[config.mk]
export PLATFORM = sky130hd
export DESIGN_NAME = key_matrix_scanner_core_flat
export DESIGN_NICKNAME = d
export VERILOG_FILES = /design/src/sv/kms_pkg.sv /design/src/sv/kms_if.sv /design/src/sv/kms_key_list.sv /design/src/sv/kms_col_scan.sv /design/src/sv/key_matrix_scanner_core.sv /design/src/flat_wrapper.sv
export SDC_FILE = /design/constraint.sdc
export NUM_CORES = 1
export LEC_CHECK = 0
export BUFFER_PORTS_ARGS = -buffer_cell sky130_fd_sc_hd__buf_2
export CAP_MARGIN = 20
export CORE_MARGIN = 2
export CORE_UTILIZATION = 60
export DETAILED_ROUTE_END_ITERATION = 7
export PLACE_DENSITY_LB_ADDON = 0.25
export RECOVER_POWER = 25
export SYNTH_ARGS = -nofsm -noshare
export SYNTH_HDL_FRONTEND = slang
export SYNTH_SLANG_ARGS = --single-unit
[constraint.sdc]
create_clock -name clock -period 6.9 [get_ports clock]
set_clock_uncertainty 0.2 [all_clocks]
set_input_delay 1.38 -clock clock [delete_from_list [all_inputs] [get_ports clock]]
set_output_delay 1.38 -clock clock [all_outputs]
set_load 0.02 [all_outputs]
[src/sv/kms_pkg.sv]
// kms_pkg: constants, codes, types and helpers shared by the key matrix scanner
// no dependencies
package kms_pkg;

   localparam int MAX_ROWS   = 16;
   localparam int MAX_COLS   = 16;
   localparam int SCAN_SLOTS = 16;

   localparam int LEVEL_W = 16;
   localparam int ROW_W   = 4;
   localparam int KEY_W   = 8;
   localparam int CFG_W   = 5;
   localparam int COL_W   = 4;
   localparam int CNT_W   = $clog2(SCAN_SLOTS + 1);
   localparam int SLOT_W  = (SCAN_SLOTS > 1) ? $clog2(SCAN_SLOTS) : 1;

   typedef enum logic [1:0] {
      CSR_NUM_ROWS   = 2'd0,
      CSR_NUM_COLS   = 2'd1,
      CSR_ACTIVE_LOW = 2'd2
   } csr_index_type;

   typedef enum logic [2:0] {
      ST_IDLE,
      ST_SCAN,
      ST_DECIDE,
      ST_TICK_OUT,
      ST_LIST_RD,
      ST_LIST_OUT
   } state_type;

   // command from the sequencer that starts a column sweep
   typedef struct packed {
      logic               start;
      logic [LEVEL_W-1:0] levels;
      logic [COL_W-1:0]   last_col;
      logic [KEY_W-1:0]   base;
   } scan_cmd_type;

   // per-cycle result of the column unit
   typedef struct packed {
      logic             hit;
      logic [KEY_W-1:0] key;
      logic             done;
   } scan_stat_type;

   function automatic logic [CFG_W-1:0] clamp_count(logic [CFG_W-1:0] v,
                                                    logic [CFG_W-1:0] hi);
      logic [CFG_W-1:0] r;
      if (v == '0) begin
         r = CFG_W'(1);
      end else if (v > hi) begin
         r = hi;
      end else begin
         r = v;
      end
      return r;
   endfunction

endpackage

[src/sv/kms_if.sv]
// kms_req_if and kms_rsp_if: valid/ready channels of the key matrix scanner
// depends on kms_pkg
interface kms_req_if import kms_pkg::*; ();
   logic               valid;
   logic               ready;
   logic [LEVEL_W-1:0] col_levels;

   modport source (output valid, output col_levels, input ready);
   modport sink (input valid, input col_levels, output ready);
endinterface

interface kms_rsp_if import kms_pkg::*; ();
   logic             valid;
   logic             ready;
   logic [ROW_W-1:0] active_row;
   logic             key_valid;
   logic [KEY_W-1:0] key_index;
   logic             none_pressed;
   logic             frame_done;
   logic             last;

   modport source (output valid, output active_row, output key_valid, output key_index,
                   output none_pressed, output frame_done, output last, input ready);
   modport sink (input valid, input active_row, input key_valid, input key_index,
                 input none_pressed, input frame_done, input last, output ready);
endinterface

[src/sv/kms_key_list.sv]
// kms_key_list: scan list storage, one write and one registered read port
// depends on kms_pkg
module kms_key_list import kms_pkg::*; (
   input  logic              clock,
   input  logic              wr_en,
   input  logic [SLOT_W-1:0] wr_addr,
   input  logic [KEY_W-1:0]  wr_data,
   input  logic [SLOT_W-1:0] rd_addr,
   output logic [KEY_W-1:0]  rd_data
);

   logic [KEY_W-1:0] mem [SCAN_SLOTS];
   logic [KEY_W-1:0] rd_data_ff;

   always_ff @(posedge clock) begin
      if (wr_en) begin
         mem[wr_addr] <= wr_data;
      end
      rd_data_ff <= mem[rd_addr];
   end

   assign rd_data = rd_data_ff;

endmodule

[src/sv/kms_col_scan.sv]
// kms_col_scan: shared column unit, tests one column and forms its key per cycle
// depends on kms_pkg
module kms_col_scan import kms_pkg::*; (
   input  logic          clock,
   input  logic          reset,
   input  scan_cmd_type  cmd,
   output scan_stat_type stat
);

   logic               busy_ff, busy_in;
   logic [COL_W-1:0]   col_ff, col_in;
   logic [COL_W-1:0]   last_col_ff, last_col_in;
   logic [LEVEL_W-1:0] levels_ff, levels_in;
   logic [KEY_W-1:0]   base_ff, base_in;

   always_comb begin
      busy_in     = busy_ff;
      col_in      = col_ff;
      last_col_in = last_col_ff;
      levels_in   = levels_ff;
      base_in     = base_ff;
      stat.hit    = busy_ff & levels_ff[col_ff];
      stat.key    = base_ff + KEY_W'(col_ff);
      stat.done   = busy_ff & (col_ff == last_col_ff);
      if (cmd.start) begin
         busy_in     = 1'b1;
         col_in      = '0;
         last_col_in = cmd.last_col;
         levels_in   = cmd.levels;
         base_in     = cmd.base;
      end else if (busy_ff) begin
         col_in = col_ff + COL_W'(1);
         if (stat.done) begin
            busy_in = 1'b0;
         end
      end
   end

   always_ff @(posedge clock) begin
      if (reset) begin
         busy_ff <= 1'b0;
      end else begin
         busy_ff <= busy_in;
      end
      col_ff      <= col_in;
      last_col_ff <= last_col_in;
      levels_ff   <= levels_in;
      base_ff     <= base_in;
   end

endmodule

[src/sv/key_matrix_scanner_core.sv]
// key_matrix_scanner_core: tick sequencer, config registers and result port
// depends on kms_pkg, kms_if, kms_col_scan, kms_key_list
// flow: a tick is swept column by column in the column unit, then decided, then its
// result or, at a frame end with keys, each listed key read from the list is shown
// a new tick is taken only in idle, after every result of the last one is accepted
// reset: synchronous, row 0, empty list, num_rows 4, num_cols 4, active high keys
module key_matrix_scanner_core import kms_pkg::*; (
   input  logic             clock,
   input  logic             reset,
   kms_req_if.sink          req,
   kms_rsp_if.source        rsp,
   input  logic             csr_we,
   input  logic [1:0]       csr_index,
   input  logic [CFG_W-1:0] csr_wdata
);

   state_type state_ff, state_in;

   logic [CFG_W-1:0] num_rows_ff, num_cols_ff;
   logic             active_low_ff;
   logic [ROW_W-1:0] row_ff, row_in;
   logic [CNT_W-1:0] count_ff, count_in;
   logic [CNT_W-1:0] rd_idx_ff, rd_idx_in;
   logic [ROW_W-1:0] out_row_ff, out_row_in;
   logic             out_none_ff, out_none_in;
   logic             out_done_ff, out_done_in;

   logic [CFG_W-1:0]       rows_eff, cols_eff;
   logic [ROW_W+CFG_W-1:0] base_full;
   logic                   list_last;
   logic                   wr_en;
   logic [KEY_W-1:0]       rd_data;
   scan_cmd_type           cmd;
   scan_stat_type          stat;

   assign rows_eff  = clamp_count(num_rows_ff, CFG_W'(MAX_ROWS));
   assign cols_eff  = clamp_count(num_cols_ff, CFG_W'(MAX_COLS));
   assign base_full = row_ff * cols_eff;
   assign list_last = (rd_idx_ff + CNT_W'(1)) == count_ff;

   assign cmd.start    = req.valid & req.ready;
   assign cmd.levels   = req.col_levels ^ {LEVEL_W{active_low_ff}};
   assign cmd.last_col = COL_W'(cols_eff - CFG_W'(1));
   assign cmd.base     = base_full[KEY_W-1:0];

   kms_col_scan u_col_scan (
      .clock (clock),
      .reset (reset),
      .cmd   (cmd),
      .stat  (stat)
   );

   kms_key_list u_key_list (
      .clock   (clock),
      .wr_en   (wr_en),
      .wr_addr (count_ff[SLOT_W-1:0]),
      .wr_data (stat.key),
      .rd_addr (rd_idx_ff[SLOT_W-1:0]),
      .rd_data (rd_data)
   );

   always_comb begin
      state_in    = state_ff;
      row_in      = row_ff;
      count_in    = count_ff;
      rd_idx_in   = rd_idx_ff;
      out_row_in  = out_row_ff;
      out_none_in = out_none_ff;
      out_done_in = out_done_ff;
      wr_en       = 1'b0;

      req.ready        = (state_ff == ST_IDLE);
      rsp.valid        = (state_ff == ST_TICK_OUT) || (state_ff == ST_LIST_OUT);
      rsp.key_valid    = (state_ff == ST_LIST_OUT);
      rsp.key_index    = (state_ff == ST_LIST_OUT) ? rd_data : '0;
      rsp.active_row   = out_row_ff;
      rsp.none_pressed = out_none_ff;
      rsp.frame_done   = out_done_ff;
      rsp.last         = (state_ff == ST_TICK_OUT) ? 1'b1 : list_last;

      unique case (state_ff)
         ST_IDLE: begin
            if (req.valid) begin
               state_in = ST_SCAN;
            end
         end
         ST_SCAN: begin
            // list saturates: extra keys in a frame are dropped
            if (stat.hit && (count_ff < CNT_W'(SCAN_SLOTS))) begin
               wr_en    = 1'b1;
               count_in = count_ff + CNT_W'(1);
            end
            if (stat.done) begin
               state_in = ST_DECIDE;
            end
         end
         ST_DECIDE: begin
            out_none_in = 1'b0;
            out_done_in = 1'b0;
            out_row_in  = '0;
            if ((CFG_W'(row_ff) + CFG_W'(1)) < rows_eff) begin
               row_in     = row_ff + ROW_W'(1);
               out_row_in = row_ff + ROW_W'(1);
               state_in   = ST_TICK_OUT;
            end else begin
               row_in      = '0;
               out_done_in = 1'b1;
               rd_idx_in   = '0;
               if (count_ff == '0) begin
                  out_none_in = 1'b1;
                  state_in    = ST_TICK_OUT;
               end else begin
                  state_in = ST_LIST_RD;
               end
            end
         end
         ST_TICK_OUT: begin
            if (rsp.ready) begin
               state_in = ST_IDLE;
            end
         end
         ST_LIST_RD: begin
            state_in = ST_LIST_OUT;
         end
         ST_LIST_OUT: begin
            if (rsp.ready) begin
               if (list_last) begin
                  count_in = '0;
                  state_in = ST_IDLE;
               end else begin
                  rd_idx_in = rd_idx_ff + CNT_W'(1);
                  state_in  = ST_LIST_RD;
               end
            end
         end
         default: begin
            state_in = ST_IDLE;
         end
      endcase
   end

   always_ff @(posedge clock) begin
      if (reset) begin
         state_ff <= ST_IDLE;
         row_ff   <= '0;
         count_ff <= '0;
      end else begin
         state_ff <= state_in;
         row_ff   <= row_in;
         count_ff <= count_in;
      end
      rd_idx_ff   <= rd_idx_in;
      out_row_ff  <= out_row_in;
      out_none_ff <= out_none_in;
      out_done_ff <= out_done_in;
   end

   always_ff @(posedge clock) begin
      if (reset) begin
         num_rows_ff   <= CFG_W'(4);
         num_cols_ff   <= CFG_W'(4);
         active_low_ff <= 1'b0;
      end else if (csr_we) begin
         unique case (csr_index_type'(csr_index))
            CSR_NUM_ROWS:   num_rows_ff   <= csr_wdata;
            CSR_NUM_COLS:   num_cols_ff   <= csr_wdata;
            CSR_ACTIVE_LOW: active_low_ff <= csr_wdata[0];
            default: begin
            end
         endcase
      end
   end

endmodule

[src/flat_wrapper.sv]
// flat-port wrapper written by rule: the top's interface ports become plain ports
module key_matrix_scanner_core_flat import kms_pkg::*;
  (clock, reset, csr_we, csr_index, csr_wdata, req_valid, req_col_levels, req_ready, rsp_valid, rsp_active_row, rsp_key_valid, rsp_key_index, rsp_none_pressed, rsp_frame_done, rsp_last, rsp_ready);
  kms_req_if req_i ();
  kms_rsp_if rsp_i ();
  input  logic clock;
  input  logic reset;
  input  logic csr_we;
  input  logic [1:0] csr_index;
  input  logic [CFG_W-1:0] csr_wdata;
  input wire logic [$bits(req_i.valid)-1:0] req_valid;
  input wire logic [$bits(req_i.col_levels)-1:0] req_col_levels;
  output wire logic [$bits(req_i.ready)-1:0] req_ready;
  output wire logic [$bits(rsp_i.valid)-1:0] rsp_valid;
  output wire logic [$bits(rsp_i.active_row)-1:0] rsp_active_row;
  output wire logic [$bits(rsp_i.key_valid)-1:0] rsp_key_valid;
  output wire logic [$bits(rsp_i.key_index)-1:0] rsp_key_index;
  output wire logic [$bits(rsp_i.none_pressed)-1:0] rsp_none_pressed;
  output wire logic [$bits(rsp_i.frame_done)-1:0] rsp_frame_done;
  output wire logic [$bits(rsp_i.last)-1:0] rsp_last;
  input wire logic [$bits(rsp_i.ready)-1:0] rsp_ready;
  assign req_i.valid = req_valid;
  assign req_i.col_levels = req_col_levels;
  assign req_ready = req_i.ready;
  assign rsp_valid = rsp_i.valid;
  assign rsp_active_row = rsp_i.active_row;
  assign rsp_key_valid = rsp_i.key_valid;
  assign rsp_key_index = rsp_i.key_index;
  assign rsp_none_pressed = rsp_i.none_pressed;
  assign rsp_frame_done = rsp_i.frame_done;
  assign rsp_last = rsp_i.last;
  assign rsp_i.ready = rsp_ready;
  key_matrix_scanner_core u_core (.clock(clock), .reset(reset), .req(req_i), .rsp(rsp_i), .csr_we(csr_we), .csr_index(csr_index), .csr_wdata(csr_wdata));
endmodule
==> results of run 1 <==
-- worst max-delay path: cells and delay by family, from the launching register on --
family | cells | cell delay [ns]
flip-flops | 1 | 0.92
AO/OA/AOI/OAI | 2 | 0.36
AND/OR/NAND/NOR | 2 | 0.46
adder cells (fa/ha/maj) | 1 | 0.37
buffers and inverters | 1 | 0.19
-- per-stage QoR --
step | utilization | power [mW]
after detailed placement | 0.637 | 1.70
after floorplan | - | 1.61
final | 0.684 | 2.75
after CTS | 0.680 | 2.77
after global routing | 0.684 | 2.84
after global placement | 0.636 | 1.68
-- power by group --
group          switching, mW  internal, mW  leakage [nW]
clock network          0.440         0.635         0.319
registers             0.0375          1.41          1.81
logic                  0.146        0.0804          1.99
-- layout make-up --
class | instances | area, µm² | share of cell area
Inverter | 31 | 119 | 0.0115
Clock buffer | 27 | 548 | 0.0529
Tap cell | 188 | 235 | 0.0227
Timing Repair Buffer | 56 | 318 | 0.0307
Clock inverter | 10 | 100 | 0.00967
Multi-Input combinational cell | 405 | 3300 | 0.318
Sequential cell | 203 | 5740 | 0.554
-- registers in the layout, summed over array words and instances (netlist names), 3 cells and up --
signal	flops
u_core.u_col_scan.last_col_ff	4
u_core.u_key_list.rd_data	8
u_core.u_col_scan.levels_ff	16
u_core.num_cols_ff	5
u_core.state_ff	3
u_core.num_rows_ff	5
u_core.row_ff	4
u_core.u_key_list.mem	128
u_core.count_ff	5
u_core.u_col_scan.col_ff	4
u_core.rd_idx_ff	5
u_core.rsp.active_row	4
u_core.u_col_scan.base_ff	8
-- cells in the mapped netlist, types with 2 or more instances --
library cell	number	area (µm²)
a211o_1	2	17.5
a221oi_1	18	158
xnor2_1	16	140
a21o_1	4	30.0
inv_1	28	105
mux4_2	16	360
o211ai_1	3	22.5
nor4_1	3	18.8
fa_1	7	140
o21ai_0	16	80.1
o2111ai_1	2	17.5
nor3_1	7	35.0
nor3b_1	2	15.0
and2_1	27	169
and3_1	17	106
buf_4	2	15.0
a22oi_1	11	82.6
nand3_1	10	50.1
or3_1	2	12.5
nand4_1	2	12.5
xor2_1	28	245
dfxtp_1	36	721
clkbuf_1	23	86.3
edfxtp_1	167	5010
a21oi_1	14	70.1
mux2i_1	50	500
nor2_1	38	143
o21ba_2	2	20.0
nand3b_1	4	30.0
buf_2	9	45.0
a31oi_1	4	25.0
and4_1	2	17.5
ha_1	27	338
a221oi_2	2	30.0
nand2_1	32	120
inv_2	2	7.51
nand2b_1	7	43.8
nor2b_1	14	87.6
o31ai_1	2	15.0
-- layer usage --
| metal | part of all wire | global-route usage |
|---|---|---|
| met3 | 0.051 | 0.0391 |
| met5 | 0 | 0 |
| met4 | 0.032 | 0.0827 |
| met2 | 0.52 | 0.395 |
| met1 | 0.40 | 0.277 |
-- path summary, 6_finish.rpt --
kind / slack (ns) / cells after the start / start / end
worst max-delay path: 2.51 / 6 / u_core.rd_idx_ff[1]$_SDFFCE_PN0P_ / rsp_last
worst max register to register: 3.29 / 13 / u_core.num_cols_ff[1]$_SDFFE_PP0P_ / u_core.u_col_scan.base_ff[7]$_DFFE_PP_
worst min register to register: 0.33 / 1 / u_core.num_cols_ff[2]$_SDFFE_PP1P_ / u_core.num_cols_ff[2]$_SDFFE_PP1P_
worst min-delay path: 0.33 / 1 / u_core.num_cols_ff[2]$_SDFFE_PP1P_ / u_core.num_cols_ff[2]$_SDFFE_PP1P_
-- cell families after synthesis --
logic type,count (synthesis),share of synthesized area
mux,66,0.0926
buf+inv,65,0.0285
fa+ha+maj,34,0.0514
compound gates,92,0.0732
flops,203,0.617
xor+xnor,45,0.0439
simple gates,168,0.0934
==> key figures, run 1 <==
Run status
  – Run status: finished with violations
  – Failing checks: capacitance limit, slew limit

CTS
  – Clock sinks: 203
  – Root Driver: clkbuf_16
  – Total setup buffers inserted after CTS: 0
  – Longest Clk Path Bufs: 3
  – CTS Buf Count: 21
  – Worst-Skew Late Latency: 0.49 ns
  – Htree depth: 1
  – Post-CTS Resized: 0
  – CTS tree: yes
  – Hold buffer count at cts: 0
  – CTS clk-pin slew, worst paths: 0.06 ns

STA
  – Rel. slew slack: -0.0961
  – Final setup violation count: 0
  – Setup TNS: 0 ns
  – Unrepaired setup endpoints after global routing: no
  – Min setup slack post-route: 2.51 ns
  – Worst hold-check slack: 0.329 ns
  – Pins Over Slew Limit: 34
  – Max Fclk: 228 MHz
  – Crit path time final: 4.39 ns
  – Final worst-path cycle share: 0.636
  – Final hold violation count: 0
  – Worst slew pin tran: 1.64 ns

Die
  – Die area: 16,500 µm²
  – Die X: 128 µm
  – Row count: 45
  – Initial Util: 0.614
  – Core area: 15,100 µm²
  – Die H: 128 µm
  – # IOs: 46

Global routing
  – Largest net degree at the start of global routing: 34
  – Overflow after GRT: 0
  – Global-route wire length before repair: 28.8 mm
  – Antenna violations before repair: 0
  – Global-route usage over all layers: 0.223
  – Vias in the first global route: 5,539

Logic synthesis
  – Cells after Synth: 673
  – Ys flop type: edfxtp_1
  – Mapped Nets: 735
  – Post-synth EDFFs: 167
  – Post-Syn Area: 9300 µm²
  – Mapped Avg Cell Area: 13.8 µm²
  – Sequential fraction of the synthesis area: 0.617
  – Syn. warnings: 0
  – Post-synth cell types: 54
  – Ys async rst share: 0
  – #FFs+latches synth: 203

Layout
  – Fillers: 1,013
  – Fin area: 10,400 µm²
  – Final #Nets: 780
  – Number of diodes: 0
  – Layout cell share with drive strength beyond 1: 0.146
  – Finished Layout Cells: 920
  – Area growth, synth to finish: 11.4%
  – Most common cell after layout, fill and taps aside: edfxtp_1
  – Most frequent cells in the layout: edfxtp_1 (167), mux2i_1 (50), buf_2 (43)

Route
  – Number of vias in the routed layout: 5,439
  – Antenna-violating nets left: 0
  – Routed vias/inst: 5.91
  – # DRC: 0
  – Pre-antenna DRT Iters: 4
  – WL final: 17.7 mm
  – Wire per inst: 19.2 µm
  – Starting DRT DRC Count: 367

Critical path
  – WP data arrival: 2.81 ns
  – Element type at the critical path end: output pin
  – Worst Path Required: 5.32 ns
  – CP Launch Type: register
  – CP Max Fanout: 20
  – Worst setup path class: register to output pin
  – Crit-path cells: ha_1, nand3_1, nor3b_1, o2111ai_2, o21ai_0, buf_2
  – Slowest cell delay on critical path: 0.92 ns
  – Slowest-stage cell, CP: edfxtp_1

Place
  – Post-detail-place hpwl: 12.2 mm
  – Placed inst area: 9650 µm²
  – Cell Count Post-Placement: 878
  – Pre-CTS setup slack: 2.78 ns
  – RePlAce Congestion: 0.831
  – IO buf count: 45

Job
  – Max-cap violation count: 1

Power and ir drop
  – PD cells: 266 nW/µm²
  – Max IR drop VDD: 0.217 mV
  – Pleak: 4.12 nW

Hold path
  – HP Class: register to register
Power figures use the tool's default switching activity.
==> run 2: changes to the inputs <==
- ABC_AREA: not set -> 1
- CORE_UTILIZATION: 60 -> 55
- clock period: 6.9 -> 3.6 ns (I/O delays scaled with it)
==> key figures, run 2 <==
Layout
  – FF/Latch Area: 5740 µm²
  – Largest register by flop count: u_core.u_key_list.mem
  – Largest regs: u_core.u_key_list.mem: 128 flops, u_core.u_col_scan.levels_ff: 16 flops
  – Final #Nets: 1,016
  – Most frequent cells in the layout: edfxtp_1 (167), nand2_1 (162), nor2_1 (106)
  – Fin area: 10,600 µm²
  – Layout cell share with drive strength beyond 1: 0.133
  – Fillers: 1,311
  – Number of diodes: 0
  – Max reg flops: 128
  – Area growth, synth to finish: 13.9%
  – Area of the multi-input gates: 3090 µm²
  – Most common cell after layout, fill and taps aside: edfxtp_1

Critical path
  – Crit path max-delay family: adder cells
  – CP Launch Type: register
  – Worst path bufs/invs: 2
  – Crit path from: u_core.num_cols_ff[2]$_SDFFE_PP1P_
  – Element type at the critical path end: register
  – Slowest cell delay on critical path: 0.54 ns
  – CP Max Fanout: 3
  – Crit-path cells: nor3_2, nand2_1, inv_1, o21ai_1, or2_4, fa_1, inv_1, fa_1, ha_1, a21oi_2, nand2_1, a21oi_2, nor2_1, nor2_1, xor2_1
  – Slowest-stage cell, CP: fa_1
  – Worst setup path class: register to register
  – Reg-to-reg startpoint: u_core.num_cols_ff[2]$_SDFFE_PP1P_
  – Worst Path Required: 3.65 ns
  – WP data arrival: 3.46 ns

Hold path
  – HP Class: input port to register
  – Min-delay src: csr_wdata[2]

Power and ir drop
  – Internal power: 4.60 mW
  – Sw Ratio: 0.310
  – Power Total: 6.66 mW
  – Share of total power in the clock network: 0.307
  – Pleak: 4.32 nW
  – Max IR drop VDD: 0.403 mV
  – PD cells: 631 nW/µm²
  – Share of power burned in combinational logic: 0.217
  – Psw: 2.06 mW
  – Register share of total power: 0.476

Route
  – Pre-antenna DRT Iters: 4
  – Routed vias/inst: 5.39
  – WL final: 19.5 mm
  – Wire per inst: 16.4 µm
  – Starting DRT DRC Count: 436
  – Number of vias in the routed layout: 6,411
  – Antenna-violating nets left: 0
  – # DRC: 0

Logic synthesis
  – Post-synth cell types: 34
  – Cells after Synth: 885
  – Ys async rst share: 0
  – Share of the synthesized area in the top cell type: 0.541
  – Syn. warnings: 0
  – Post-synth EDFFs: 167
  – Top area cells in the synthesized netlist: edfxtp_1 (54%), dfxtp_1 (7.8%), nand2_1 (6.6%)
  – Mapped Nets: 947
  – Count leader, synth: edfxtp_1
  – Sequential fraction of the synthesis area: 0.619
  – Largest area contributor in the netlist: edfxtp_1
  – Synth top cells by count: edfxtp_1 (167), nand2_1 (162), nor2_1 (107), inv_1 (82), o21ai_0 (64)
  – Mapped Avg Cell Area: 10.5 µm²
  – #FFs+latches synth: 203
  – Post-Syn Area: 9270 µm²
  – Ys flop type: edfxtp_1

Global routing
  – Antenna violations before repair: 0
  – Vias in the first global route: 6,211
  – Overflow after GRT: 0
  – Global-route usage over all layers: 0.224
  – Global-route wire length before repair: 31.4 mm
  – Largest net degree at the start of global routing: 64

CTS
  – Root Driver: clkbuf_16
  – CTS clk-pin slew, worst paths: 0.06 ns
  – Htree depth: 1
  – CTS Buf Count: 22
  – Longest Clk Path Bufs: 3
  – Worst-Skew Late Latency: 0.51 ns
  – Hold buffer count at cts: 0
  – Clock sinks: 203
  – CTS tree: yes

STA
  – Worst hold-check slack: 0.255 ns
  – Final worst-path cycle share: 0.947
  – Crit path time final: 3.41 ns
  – Worst slew pin tran: 0.818 ns
  – Max Fclk: 293 MHz
  – Pins Over Slew Limit: 0
  – Rel. slew slack: 0.454
  – Final hold violation count: 0
  – Final setup violation count: 0

Die
  – Row count: 47
  – Initial Util: 0.561
  – Die X: 134 µm
  – # IOs: 46
  – Core area: 16,500 µm²
  – Die area: 17,900 µm²
  – Die H: 134 µm

Job
  – Max-cap violation count: 0

Place
  – Placed inst area: 9860 µm²
  – RePlAce Congestion: 0.843
  – IO buf count: 45
  – Post-detail-place hpwl: 12.9 mm

Run status
  – Run status: completed
[run 2: tightest hold or removal path, delay by kind of cell]
| family | cells | cell delay, ns |
|---|---|---|
| buf+inv | 1 | 0.10 |
| simple gates | 2 | 0.11 |
[run 2: cell type report]
| cell class | count | area share |
|---|---|---|
| sequential | 203 | 0.543 |
| multi-input combinational | 562 | 0.293 |
| clock buffer | 29 | 0.0556 |
| timing repair buffer | 79 | 0.0455 |
| inverter | 86 | 0.0308 |
| tap | 220 | 0.0261 |
| clock inverter | 11 | 0.00616 |
[run 2: through the flow]
stage,setup TNS [ns],std cells,setup WS [ns],utilization
global route,-0.0130,1190,-0.0130,0.639
detailed placement,0,1148,0.0386,0.596
floorplan,0,885,0.161,-
CTS,0,1188,0.0336,0.636
finish,0,1190,0.192,0.639
global placement,0,1148,0.160,0.596
[run 2: final timing paths]
kind	cells after the start	slack [ns]	endpoint
max	15	0.19	u_core.u_col_scan.base_ff[7]$_DFFE_PP_
min	3	0.25	u_core.num_rows_ff[2]$_SDFFE_PP1P_
max reg2reg	15	0.19	u_core.u_col_scan.base_ff[7]$_DFFE_PP_
min reg2reg	2	0.27	u_core.num_rows_ff[0]$_SDFFE_PP0P_
[run 2: power by group through the flow]
stage	clock, mW	combinational [mW]	sequential [mW]
global placement	0	1.40	3.21
finish	2.04	1.44	3.17
detailed placement	0	1.43	3.22
CTS	2.07	1.44	3.17
floorplan	0	1.02	3.16
global route	2.16	1.64	3.20
[run 2: cell families after synthesis]
family	after synthesis	synth area share
AND/OR/NAND/NOR	343	0.152
flip-flops	203	0.619
AO/OA/AOI/OAI	146	0.0886
buffers and inverters	120	0.0523
XOR/XNOR	38	0.0359
adder cells (fa/ha/maj)	34	0.0516
multiplexers	1	0.00108
[run 2: timing repair]
item,CTS,global route
setup endpoints to repair,1,1
resized for setup,1,8
cloned,0,0
buffers inserted,0,2
pin swaps,0,5
[run 2: layer usage]
metal / routed length (µm) / vias up / track usage
met5: 0 / - / 0
met4: 617 / 0 / 0.0792
met3: 905 / 37 / 0.0325
met2: 9800 / 172 / 0.390
met1: 8180 / 3026 / 0.287
li1: - / 3176 / -
==> run 3: changes to the inputs <==
- PLACE_DENSITY: not set -> 0.79
- PLACE_DENSITY_LB_ADDON: 0.25 -> not set
- RECOVER_POWER: 25 -> not set
==> key figures, run 3 (same netlist as run 2, synthesis figures left out) <==
Place
  – RePlAce Congestion: 0.885
  – Post-detail-place hpwl: 12.8 mm
  – Placed inst area: 9850 µm²
  – Cell Count Post-Placement: 1,148
  – IO buf count: 45

Global routing
  – Overflow after GRT: 0
  – Vias in the first global route: 6,510
  – M2 GR Usage: 0.383
  – Grt met3 use: 0.0465
  – Global-route usage over all layers: 0.227
  – Global routing's busiest layer: met2
  – Antenna violations before repair: 0
  – Global-route wire length before repair: 31.9 mm
  – Largest net degree at the start of global routing: 65
  – Met1 Usage GRT: 0.289

Critical path
  – WP data arrival: 3.49 ns
  – CP Max Fanout: 4
  – Worst setup path class: register to register
  – R2r setup slk: 0.15 ns
  – Worst Path Required: 3.64 ns
  – Element type at the critical path end: register
  – Slowest cell delay on critical path: 0.52 ns
  – Crit-path cells: nor3_4, nand2_1, inv_1, o21ai_1, or2_2, fa_1, fa_1, inv_1, ha_4, a21oi_1, nand2_2, a21oi_2, nor2_1, nor2_1, xor2_1
  – Reg-to-reg startpoint: u_core.num_cols_ff[2]$_SDFFE_PP1P_
  – CP Launch Type: register
  – Reg2Reg Capture Point: u_core.u_col_scan.base_ff[7]$_DFFE_PP_
  – Slowest-stage cell, CP: fa_1
  – R2R depth: 15

CTS
  – Root Driver: clkbuf_16
  – CTS Buf Count: 21
  – Hold buffer count at cts: 0
  – CTS tree: yes
  – Longest Clk Path Bufs: 3
  – Htree depth: 1
  – Worst-Skew Late Latency: 0.49 ns
  – Clock sinks: 203
  – CTS clk-pin slew, worst paths: 0.06 ns

Die
  – Die X: 134 µm
  – Row count: 47
  – Die H: 134 µm
  – Die area: 17,900 µm²
  – Core area: 16,500 µm²
  – Initial Util: 0.561
  – # IOs: 46

Layout
  – Most frequent cells in the layout: edfxtp_1 (167), nand2_1 (161), nor2_1 (106)
  – Layout cell share with drive strength beyond 1: 0.130
  – Largest regs: u_core.u_key_list.mem: 128 flops, u_core.u_col_scan.levels_ff: 16 flops
  – Fillers: 1,214
  – Area growth, synth to finish: 14.2%
  – Final #Nets: 1,015
  – Max reg flops: 128
  – Fin area: 10,600 µm²
  – Largest register by flop count: u_core.u_key_list.mem
  – Finished Layout Cells: 1,186
  – Most common cell after layout, fill and taps aside: edfxtp_1
  – Number of diodes: 0

STA
  – Worst slew pin tran: 0.845 ns
  – Pins Over Slew Limit: 0
  – Final setup violation count: 0
  – Crit path time final: 3.45 ns
  – Worst hold-check slack: 0.266 ns
  – Final worst-path cycle share: 0.959
  – Final hold violation count: 0
  – Rel. slew slack: 0.436
  – Max Fclk: 290 MHz

Route
  – Starting DRT DRC Count: 464
  – Number of vias in the routed layout: 6,534
  – Pre-antenna DRT Iters: 5
  – # DRC: 0
  – Antenna-violating nets left: 0
  – WL final: 19.8 mm
  – Wire per inst: 16.7 µm
  – Routed vias/inst: 5.51

Power and ir drop
  – Max IR drop VDD: 0.416 mV
  – Pleak: 4.33 nW
  – PD cells: 644 nW/µm²

Hold path
  – Depth of the worst hold-timing path: 3
  – Min-delay src: csr_wdata[2]
  – Hold Path Sink: u_core.num_cols_ff[2]$_SDFFE_PP1P_
  – HP Class: input port to register

Run status
  – Run status: completed

Job
  – Max-cap violation count: 0
==> run 3: how the worst max path moves through the flow <==
stage	from	to	slack, ns	cells after the start
2_1_floorplan	u_core.num_cols_ff[0]$_SDFFE_PP0P_	u_core.u_col_scan.base_ff[7]$_DFFE_PP_	0.16	15
5_1_grt	u_core.num_cols_ff[2]$_SDFFE_PP1P_	u_core.u_col_scan.base_ff[7]$_DFFE_PP_	-0.03	15
3_5_place_dp	u_core.num_cols_ff[0]$_SDFFE_PP0P_	u_core.u_col_scan.base_ff[7]$_DFFE_PP_	0.02	15
6_report	u_core.num_cols_ff[2]$_SDFFE_PP1P_	u_core.u_col_scan.base_ff[7]$_DFFE_PP_	0.15	15
3_3_place_gp	u_core.num_cols_ff[0]$_SDFFE_PP0P_	u_core.u_col_scan.base_ff[7]$_DFFE_PP_	0.16	15
4_1_cts	u_core.num_cols_ff[4]$_SDFFE_PP0P_	u_core.u_col_scan.base_ff[7]$_DFFE_PP_	0.04	14
==> run 3: where the power goes <==
group / switching [mW] / leakage, nW / total, mW / internal, mW
registers: 0.146 / 1.82 / 3.15 / 3.00
logic: 1.05 / 2.17 / 1.50 / 0.458
clock network: 0.834 / 0.331 / 2.16 / 1.32
total: 2.03 / 4.33 / 6.81 / 4.78
==> run 3: area by class of cell <==
class | instances | area, µm² | share of cell area
clock buffers | 29 | 576 | 0.0544
clock inverters | 7 | 106 | 0.0100
inverters | 86 | 325 | 0.0307
repair buffers | 79 | 480 | 0.0454
multi-input cells | 562 | 3080 | 0.291
flip-flops and latches | 203 | 5740 | 0.542
well taps | 220 | 275 | 0.0260
==> run 3: per-stage QoR <==
stage / worst slack [ns] / setup TNS [ns] / power [mW] / util
after floorplan: 0.161 / 0 / 4.17 / -
after global placement: 0.162 / 0 / 4.60 / 0.596
after detailed placement: 0.0218 / 0 / 4.66 / 0.596
after CTS: 0.0385 / 0 / 6.83 / 0.638
after global routing: -0.0287 / -0.0287 / 7.14 / 0.640
final: 0.148 / 0 / 6.81 / 0.640
==> run 3: timing repair <==
| action | CTS | global route |
|---|---|---|
| endpoints found under the setup margin | 1 | 2 |
| buffers inserted | 0 | 1 |
| hold endpoints to repair | 0 | 0 |
| pin swaps | 0 | 4 |
| gates resized for setup | 1 | 9 |
==> run 3: worst max-delay path, delay by kind of cell (launching register included) <==
kind / cells / cell delay (ns)
buffers and inverters: 2 / 0.14
AO/OA/AOI/OAI: 3 / 0.41
AND/OR/NAND/NOR: 6 / 0.82
XOR/XNOR: 1 / 0.07
flip-flops: 1 / 0.34
adder cells (fa/ha/maj): 3 / 1.20
==> run 3: routing by layer <==
layer	vias to the layer above	share of wire
met1	3046	0.40
li1	3166	-
met3	54	0.076
met2	268	0.49
met4	0	0.037
met5	-	0
